**config.mk**
```make
export PLATFORM = sky130hd
export DESIGN_NAME = trial_division_prime_test_core
export DESIGN_NICKNAME = d
export VERILOG_FILES = /design/src/sv/tdpt_pkg.sv /design/src/sv/tdpt_serial_div.sv /design/src/sv/trial_division_prime_test_core.sv
export VERILOG_INCLUDE_DIRS = /design/src /design/src/sv
export SDC_FILE = /design/constraint.sdc
export NUM_CORES = 1
export LEC_CHECK = 0
export CORE_UTILIZATION = 40
export CTS_CLUSTER_DIAMETER = 200
export DETAILED_ROUTE_END_ITERATION = 6
export DONT_BUFFER_PORTS = 1
export GPL_TIMING_DRIVEN = 1
export SLEW_MARGIN = 20
export SYNTH_ARGS = -nofsm -noshare
export SYNTH_HDL_FRONTEND = slang
export SYNTH_SLANG_ARGS = --single-unit
```
**constraint.sdc**
```tcl
create_clock -name clock -period 3.95 [get_ports clock]
set_clock_uncertainty 0.15 [all_clocks]
set_input_delay 0.395 -clock clock [delete_from_list [all_inputs] [get_ports clock]]
set_output_delay 0.395 -clock clock [all_outputs]
set_load 0.02 [all_outputs]
```
**src/sv/assert_macros.svh**
```systemverilog
// Assertion macros shared by the prime test RTL.
`ifndef ASSERT_MACROS_SVH
`define ASSERT_MACROS_SVH
`ifndef SYNTHESIS
// Property must hold at every clock edge outside reset.
`define ASSERT_PROP(label, clk, rst, prop) \
   label: assert property (@(posedge clk) disable iff (rst) prop) \
      else $error("%m: property failed");
// Expression must never be true outside reset.
`define ASSERT_NEVER(label, clk, rst, expr) \
   label: assert property (@(posedge clk) disable iff (rst) !(expr)) \
      else $error("%m: forbidden condition seen");
`else
`define ASSERT_PROP(label, clk, rst, prop)
`define ASSERT_NEVER(label, clk, rst, expr)
`endif
`endif

```
**src/sv/tdpt_pkg.sv**
```systemverilog
// Package with shared types and constants of the trial division prime test.
`timescale 1ns / 1ps
package tdpt_pkg;

   // Default width of the tested value.
   localparam int VALUE_WIDTH_DEFAULT = 32;

   // The first divisor tried, and the smallest prime.
   localparam int FIRST_DIVISOR = 2;

   // Sequencer states.
   typedef enum logic [1:0] {
      ST_IDLE,
      ST_SETUP,
      ST_DIVIDE
   } tdpt_state_type;

   // Status that the serial divider reports to the sequencer.
   typedef struct packed {
      logic done;
      logic rem_zero;
   } tdpt_div_status_type;

endpackage

```
**src/sv/tdpt_serial_div.sv**
```systemverilog
// Bit-serial restoring divider: one quotient bit per clock cycle.
`timescale 1ns / 1ps
`include "assert_macros.svh"
module tdpt_serial_div #(
   parameter int VALUE_WIDTH   = tdpt_pkg::VALUE_WIDTH_DEFAULT,
   parameter int DIVISOR_WIDTH = tdpt_pkg::VALUE_WIDTH_DEFAULT / 2 + 1
) (
   input  logic                              clock,
   input  logic                              reset,
   input  logic                              load,
   input  logic [VALUE_WIDTH-1:0]            dividend,
   input  logic [DIVISOR_WIDTH-1:0]          divisor,
   output logic [VALUE_WIDTH-1:0]            quotient,
   output tdpt_pkg::tdpt_div_status_type     status
);
   import tdpt_pkg::*;

   localparam int CountWidth = (VALUE_WIDTH > 1) ? $clog2(VALUE_WIDTH) : 1;

   logic [VALUE_WIDTH-1:0]   shift_ff, shift_in;
   logic [DIVISOR_WIDTH-1:0] rem_ff, rem_in;
   logic [DIVISOR_WIDTH-1:0] div_ff, div_in;
   logic [CountWidth-1:0]    count_ff, count_in;
   logic                     running_ff, running_in;
   logic                     done_ff, done_in;
   logic [DIVISOR_WIDTH:0]   trial;
   logic [DIVISOR_WIDTH:0]   diff;
   logic                     q_bit;

   // One restoring step: bring in the next dividend bit and try a subtract.
   always_comb begin
      trial = {rem_ff, shift_ff[VALUE_WIDTH-1]};
      diff  = trial - {1'b0, div_ff};
      q_bit = (trial >= {1'b0, div_ff});
   end

   // Next state of the shift registers and the step counter.
   always_comb begin
      shift_in   = shift_ff;
      rem_in     = rem_ff;
      div_in     = div_ff;
      count_in   = count_ff;
      running_in = running_ff;
      done_in    = 1'b0;
      if (load) begin
         shift_in   = dividend;
         rem_in     = '0;
         div_in     = divisor;
         count_in   = '0;
         running_in = 1'b1;
      end else if (running_ff) begin
         // The dividend leaves at the top while quotient bits enter at the bottom.
         shift_in = {shift_ff[VALUE_WIDTH-2:0], q_bit};
         rem_in   = q_bit ? diff[DIVISOR_WIDTH-1:0] : trial[DIVISOR_WIDTH-1:0];
         count_in = count_ff + CountWidth'(1);
         if (count_ff == CountWidth'(VALUE_WIDTH - 1)) begin
            running_in = 1'b0;
            done_in    = 1'b1;
         end
      end
   end

   always_ff @(posedge clock) begin
      shift_ff <= shift_in;
      rem_ff   <= rem_in;
      div_ff   <= div_in;
      if (reset) begin
         count_ff   <= '0;
         running_ff <= 1'b0;
         done_ff    <= 1'b0;
      end else begin
         count_ff   <= count_in;
         running_ff <= running_in;
         done_ff    <= done_in;
      end
   end

   assign quotient        = shift_ff;
   assign status.done     = done_ff;
   assign status.rem_zero = (rem_ff == '0);

   // The step counter stays below the number of quotient bits.
   `ASSERT_NEVER(a_count_range, clock, reset, count_ff > CountWidth'(VALUE_WIDTH - 1))
   // A division in progress is never reported as finished.
   `ASSERT_NEVER(a_done_idle, clock, reset, done_ff && running_ff)
   // The last step raises done in the following cycle.
   `ASSERT_PROP(a_done_after_last, clock, reset,
      (running_ff && !load && count_ff == CountWidth'(VALUE_WIDTH - 1)) |=> done_ff)

endmodule

```
**src/sv/trial_division_prime_test_core.sv**
```systemverilog
// Top level of the trial division prime test.
// Usage: drive req_value and raise start while busy is low; the request is taken
// at that clock edge and busy rises in the next cycle. The magnitude m of the
// signed value is tested; magnitudes 0 and 1 are reported as not prime.
// Divisors d = 2, 3, 4, ... are tried in turn while d <= m / d. Each trial runs
// the bit-serial divider over all VALUE_WIDTH quotient bits; the sequencer then
// judges the result and reloads the divider with the next divisor. The worst
// case, a prime near the top of the range, needs about 46341 trials at 32 bits.
// The divider produces one quotient bit per cycle.
// The result appears on rsp_is_prime with rsp_valid high for exactly one cycle,
// in the cycle in which busy falls; a new request may be given in that same
// cycle. The receiver cannot stall, so the result must be taken when shown.
// Synchronous reset aborts any test in progress, drops busy and rsp_valid, and
// the block is ready for a request in the first cycle after reset.
`timescale 1ns / 1ps
`include "assert_macros.svh"
module trial_division_prime_test_core #(
   parameter int VALUE_WIDTH = tdpt_pkg::VALUE_WIDTH_DEFAULT
) (
   input  logic                          clock,
   input  logic                          reset,
   input  logic                          start,
   output logic                          busy,
   input  logic signed [VALUE_WIDTH-1:0] req_value,
   output logic                          rsp_valid,
   output logic                          rsp_is_prime
);
   import tdpt_pkg::*;

   // The divisor never exceeds the square root of the magnitude plus one.
   localparam int DivisorWidth = VALUE_WIDTH / 2 + 1;

   tdpt_state_type           state_ff, state_in;
   logic [VALUE_WIDTH-1:0]   mag_ff, mag_in;
   logic [DivisorWidth-1:0]  d_ff, d_in;
   logic                     rsp_valid_ff, rsp_valid_in;
   logic                     rsp_is_prime_ff, rsp_is_prime_in;
   logic                     div_load;
   logic [VALUE_WIDTH-1:0]   quotient;
   tdpt_div_status_type      div_status;
   logic                     accept;
   logic                     mag_small;
   logic                     past_root;

   assign accept    = start && (state_ff == ST_IDLE);
   assign mag_small = (mag_ff < VALUE_WIDTH'(FIRST_DIVISOR));
   // The trial divisor is above m / d, so no factor is left to find.
   assign past_root = ({{(VALUE_WIDTH - DivisorWidth){1'b0}}, d_ff} > quotient);

   // Magnitude of the request; the most negative value wraps to 2^(W-1).
   always_comb begin
      mag_in = mag_ff;
      if (accept) begin
         mag_in = req_value[VALUE_WIDTH-1] ? ({VALUE_WIDTH{1'b0}} - $unsigned(req_value))
                                           : $unsigned(req_value);
      end
   end

   // Next state of the sequencer.
   always_comb begin
      state_in = state_ff;
      case (state_ff)
         ST_IDLE: begin
            if (start) state_in = ST_SETUP;
         end
         ST_SETUP: begin
            state_in = mag_small ? ST_IDLE : ST_DIVIDE;
         end
         ST_DIVIDE: begin
            if (div_status.done && (past_root || div_status.rem_zero)) state_in = ST_IDLE;
         end
         default: state_in = ST_IDLE;
      endcase
   end

   // Sequencer outputs: divider control, divisor update and the result.
   always_comb begin
      div_load        = 1'b0;
      d_in            = d_ff;
      rsp_valid_in    = 1'b0;
      rsp_is_prime_in = 1'b0;
      case (state_ff)
         ST_SETUP: begin
            if (mag_small) begin
               rsp_valid_in = 1'b1;
            end else begin
               d_in     = DivisorWidth'(FIRST_DIVISOR);
               div_load = 1'b1;
            end
         end
         ST_DIVIDE: begin
            if (div_status.done) begin
               if (past_root) begin
                  rsp_valid_in    = 1'b1;
                  rsp_is_prime_in = 1'b1;
               end else if (div_status.rem_zero) begin
                  rsp_valid_in = 1'b1;
               end else begin
                  d_in     = d_ff + DivisorWidth'(1);
                  div_load = 1'b1;
               end
            end
         end
         default: begin
         end
      endcase
   end

   always_ff @(posedge clock) begin
      mag_ff          <= mag_in;
      d_ff            <= d_in;
      rsp_is_prime_ff <= rsp_is_prime_in;
      if (reset) begin
         state_ff     <= ST_IDLE;
         rsp_valid_ff <= 1'b0;
      end else begin
         state_ff     <= state_in;
         rsp_valid_ff <= rsp_valid_in;
      end
   end

   // Shared divider giving m / d and whether m % d is zero for the current trial divisor.
   tdpt_serial_div #(
      .VALUE_WIDTH  (VALUE_WIDTH),
      .DIVISOR_WIDTH(DivisorWidth)
   ) u_div (
      .clock   (clock),
      .reset   (reset),
      .load    (div_load),
      .dividend(mag_ff),
      .divisor (d_in),
      .quotient(quotient),
      .status  (div_status)
   );

   assign busy         = (state_ff != ST_IDLE);
   assign rsp_valid    = rsp_valid_ff;
   assign rsp_is_prime = rsp_is_prime_ff;

   // A result strobe lasts one cycle only.
   `ASSERT_PROP(a_strobe_single, clock, reset, rsp_valid |=> !rsp_valid)
   // A result is shown only once the test has finished.
   `ASSERT_PROP(a_result_idle, clock, reset, rsp_valid |-> !busy)
   // An accepted request makes the block busy in the next cycle.
   `ASSERT_PROP(a_accept_busy, clock, reset, (start && !busy) |=> busy)
   // The divider finishes only while the sequencer waits for it.
   `ASSERT_PROP(a_done_in_divide, clock, reset, div_status.done |-> (state_ff == ST_DIVIDE))

endmodule
```
==> impl_metrics.toml <==
[drt]
final_antenna_net_count = 0
drc = 0
routed_wl_um = 15600
via_per_inst = 5.68
dr.pass1.iters = 5
first_iter_violations = 284
wl_per_cell_um = 16.1
vias = 5477

[sta]
finalHoldViolations = 0
finalSetupViolCount = 0
finalMaxSlewViolations = 0
rsz0062_at_grt = "no"
finalCritPeriodShare_pct = 87.5
fmax_mhz = 289
tns_ns = 0
tightest_slew_ns = 0.589
max_slew_margin_pct = 60.4
fin_crit_ns = 3.46

[pwr]
total_power_mw = 4.64
power_density_nw_per_um2 = 577
ir_drop_mv = 0.426
leakagePower_nw = 3.00

[yosys]
synth.avg_cell_area_um2 = 9.95
synth_cell_types = 64
ys_async_sr_fraction_pct = 0
ys_warn_count = 0
syn_area_um2 = 7170
yosysSeqAreaShare_pct = 46.5
synth_edf_count = 81
synth_fp_nets = 798
ys.flop_type = "edfxtp_1"
synth_seq_cells = 126
synth_cells = 721

[final_layout]
synthToLayoutAreaGrowth_pct = 12.1
final_area_um2 = 8040
diodes = 0
layout.nets = 804
layout-drive-gt1-share_pct = 9.32

[placed_design]
place_hpwl_um = 11400
place_area_um2 = 7430
gp_congestion = 0.857
portBuffers = 0

[cts]
htreeDepth = 4
clkLatencyLatePin_ns = 0.42
cts_setup_buffers = 0
cts_tree = "done"
clock_tree.buffer_depth = 2
clock-sinks = 126
cts-root-buf = "clkbuf_16"
clk_pin_slew_ns = 0.06
cts_buffers = 17

[floorplan]
core_um2 = 17400
start_util_pct = 41.2
die-area_um2 = 18500
rows = 48
dieHeight_um = 136
dieWidth_um = 136
ios = 38

[critical_path]
worstPathMaxFanout = 40
critPathKind = "flop to flop"
critical_path_required_ns = 4.11
critPathTopFamily = "buffers and inverters"
cp.arrival_ns = 3.62
slowest_delay_ns = 0.47
cp-start-kind = "flop"
crit_path_cell_trace = "inv_1 > ha_1 > nand4_1 > nor4_1 > a21boi_0 > o31ai_1 > a41o_1 > nand2_1 > clkinv_1 > buf_4 > a311oi_1"
crit_buf_inv = 3
r2r_slack_ns = 0.49
critPathSlowestCell = "buf_4"
critPathCaptureType = "flop"

[run_status]
outcome = "finished clean"

[grt]
met1_usage_pct = 20.7
grt_max_degree = 44
grt_antenna_before_repair = 0
first_global_vias = 5543
grt_use_total_pct = 17.9
grtUsageMet2_pct = 32.0
grt-busiest-layer = "met2"
grt_use_met3_pct = 4.55
globalRouteOverflowTotal = 0
grt_pass1_wl_um = 25900

[min_path]
hold_path.class = "input port to flop"

[flow_run]
drv_cap = 0
==> worst reg2reg max path, delay by kind of cell (launching register included) <==
kind,cells,cell delay (ns)
buffers and inverters,3,0.95
AOI/OAI and AO/OA,4,0.91
and+or+nand+nor,3,0.69
DFF,1,0.33
adders and majority gates,1,0.31
==> path summary, 6_finish.rpt <==
path / from / end / depth (start not counted)
max: u_div.quotient[14] / u_div.rem_ff[8] / 11
min: req_value[30] / mag_ff[30] / 1
min reg2reg: u_div.rem_ff[8] / u_div.rem_ff[9] / 2
max reg2reg: u_div.quotient[14] / u_div.rem_ff[8] / 11
==> through the flow <==
| step | hold slack, ns | utilization [%] | instances | setup WS (ns) |
|---|---|---|---|---|
| final | 0.0161 | 46.2 | 965 | 0.493 |
| after global routing | 0.00447 | 46.2 | 965 | 0.211 |
| after CTS | 0.000145 | 46.2 | 965 | 0.464 |
| after detailed placement | 0.319 | 42.7 | 930 | 0.463 |
| after global placement | 0.318 | 42.7 | 930 | 0.629 |
| after floorplan | 0.323 | - | 721 | 0.317 |
==> where the power goes <==
group,internal (mW),switching (mW)
clock network,0.935,0.606
logic,0.525,0.772
registers,1.63,0.170
total,3.09,1.55
==> logic make-up (layout without fill, tap and decap cells) <==
family                   count (synthesis)  after routing  synth area share, %
AO/OA/AOI/OAI                          148            148                 14.3
XOR/XNOR                                42             42                 5.13
adder cells (fa/ha/maj)                 42             42                 7.43
buffers and inverters                   81            100                 4.31
flip-flops                             126            126                 46.5
multiplexers                            23             23                 3.47
AND/OR/NAND/NOR                        259            259                 18.9
==> metal layers <==
layer  share of wire [%]  wire length [µm]
met1                  44              6790
met2                  50              7790
met4                 1.8               286
met3                 4.4               678
met5                   0                 0
==> Yosys cell counts, types with 4 or more instances <==
master	instances	area share (%)
ha_1	41	7.2
dfxtp_1	45	13
or3_1	9	0.78
mux2_2	15	2.4
o31ai_1	17	1.8
nand2_1	66	3.5
nand2b_1	8	0.70
nor4_1	17	1.5
and3_1	8	0.70
a31oi_1	5	0.44
xnor2_1	38	4.6
o211ai_1	4	0.42
o21bai_1	5	0.52
nand4_1	12	1.0
a211oi_1	4	0.42
mux2i_1	8	1.1
nor2b_1	4	0.35
a21o_1	5	0.52
a21oi_1	21	1.5
a311oi_1	15	1.8
xor2_1	4	0.49
edfxtp_1	81	34
o21a_1	4	0.42
buf_2	4	0.28
or4_1	9	0.94
nor3_1	19	1.3
o21ai_0	39	2.7
nand3_1	49	3.4
nor2_1	37	1.9
inv_1	53	2.8
clkbuf_1	20	1.0
==> sequential cells by signal, indices dropped and copies added (netlist names) <==
register and flops:
mag_ff 32, u_div.quotient 32, d_ff 17, u_div.div_ff 17, u_div.rem_ff 17, u_div.count_ff 5
state_ff 2, rsp_is_prime 1, rsp_valid 1, u_div.done_ff 1, u_div.running_ff 1
==> cell usage in the layout (no fill, tap or decap), types with 5 or more instances in the layout <==
| cell type | instances |
|---|---|
| dfxtp_1 | 45 |
| a21o_1 | 5 |
| clkbuf_16 | 17 |
| nand4_1 | 12 |
| nand2_1 | 66 |
| or3_1 | 9 |
| buf_4 | 11 |
| o21ai_0 | 39 |
| o21bai_1 | 5 |
| o31ai_1 | 17 |
| mux2_2 | 15 |
| nor4_1 | 17 |
| a31oi_1 | 5 |
| nor2_1 | 37 |
| inv_1 | 53 |
| and3_1 | 8 |
| ha_1 | 41 |
| a21oi_1 | 21 |
| inv_6 | 5 |
| edfxtp_1 | 81 |
| mux2i_1 | 8 |
| nor3_1 | 19 |
| or4_1 | 9 |
| xnor2_1 | 38 |
| nand3_1 | 49 |
| a311oi_1 | 15 |
| nand2b_1 | 8 |
==> layout make-up <==
cell class / instances / area [µm²]
Sequential cell: 126 / 3330
Clock buffer: 17 / 425
Multi-Input combinational cell: 514 / 3530
Clock inverter: 15 / 158
Timing Repair Buffer: 14 / 113
Fill cell: 1647 / 9370
Inverter: 54 / 203
Tap cell: 225 / 282
==> repair_timing <==
item | in CTS | in global routing
hold endpoints to repair | 12 | 0
gates resized for setup | 0 | 0
hold buffers | 3 | 0
Note: power is estimated with default switching activity, not from simulation.
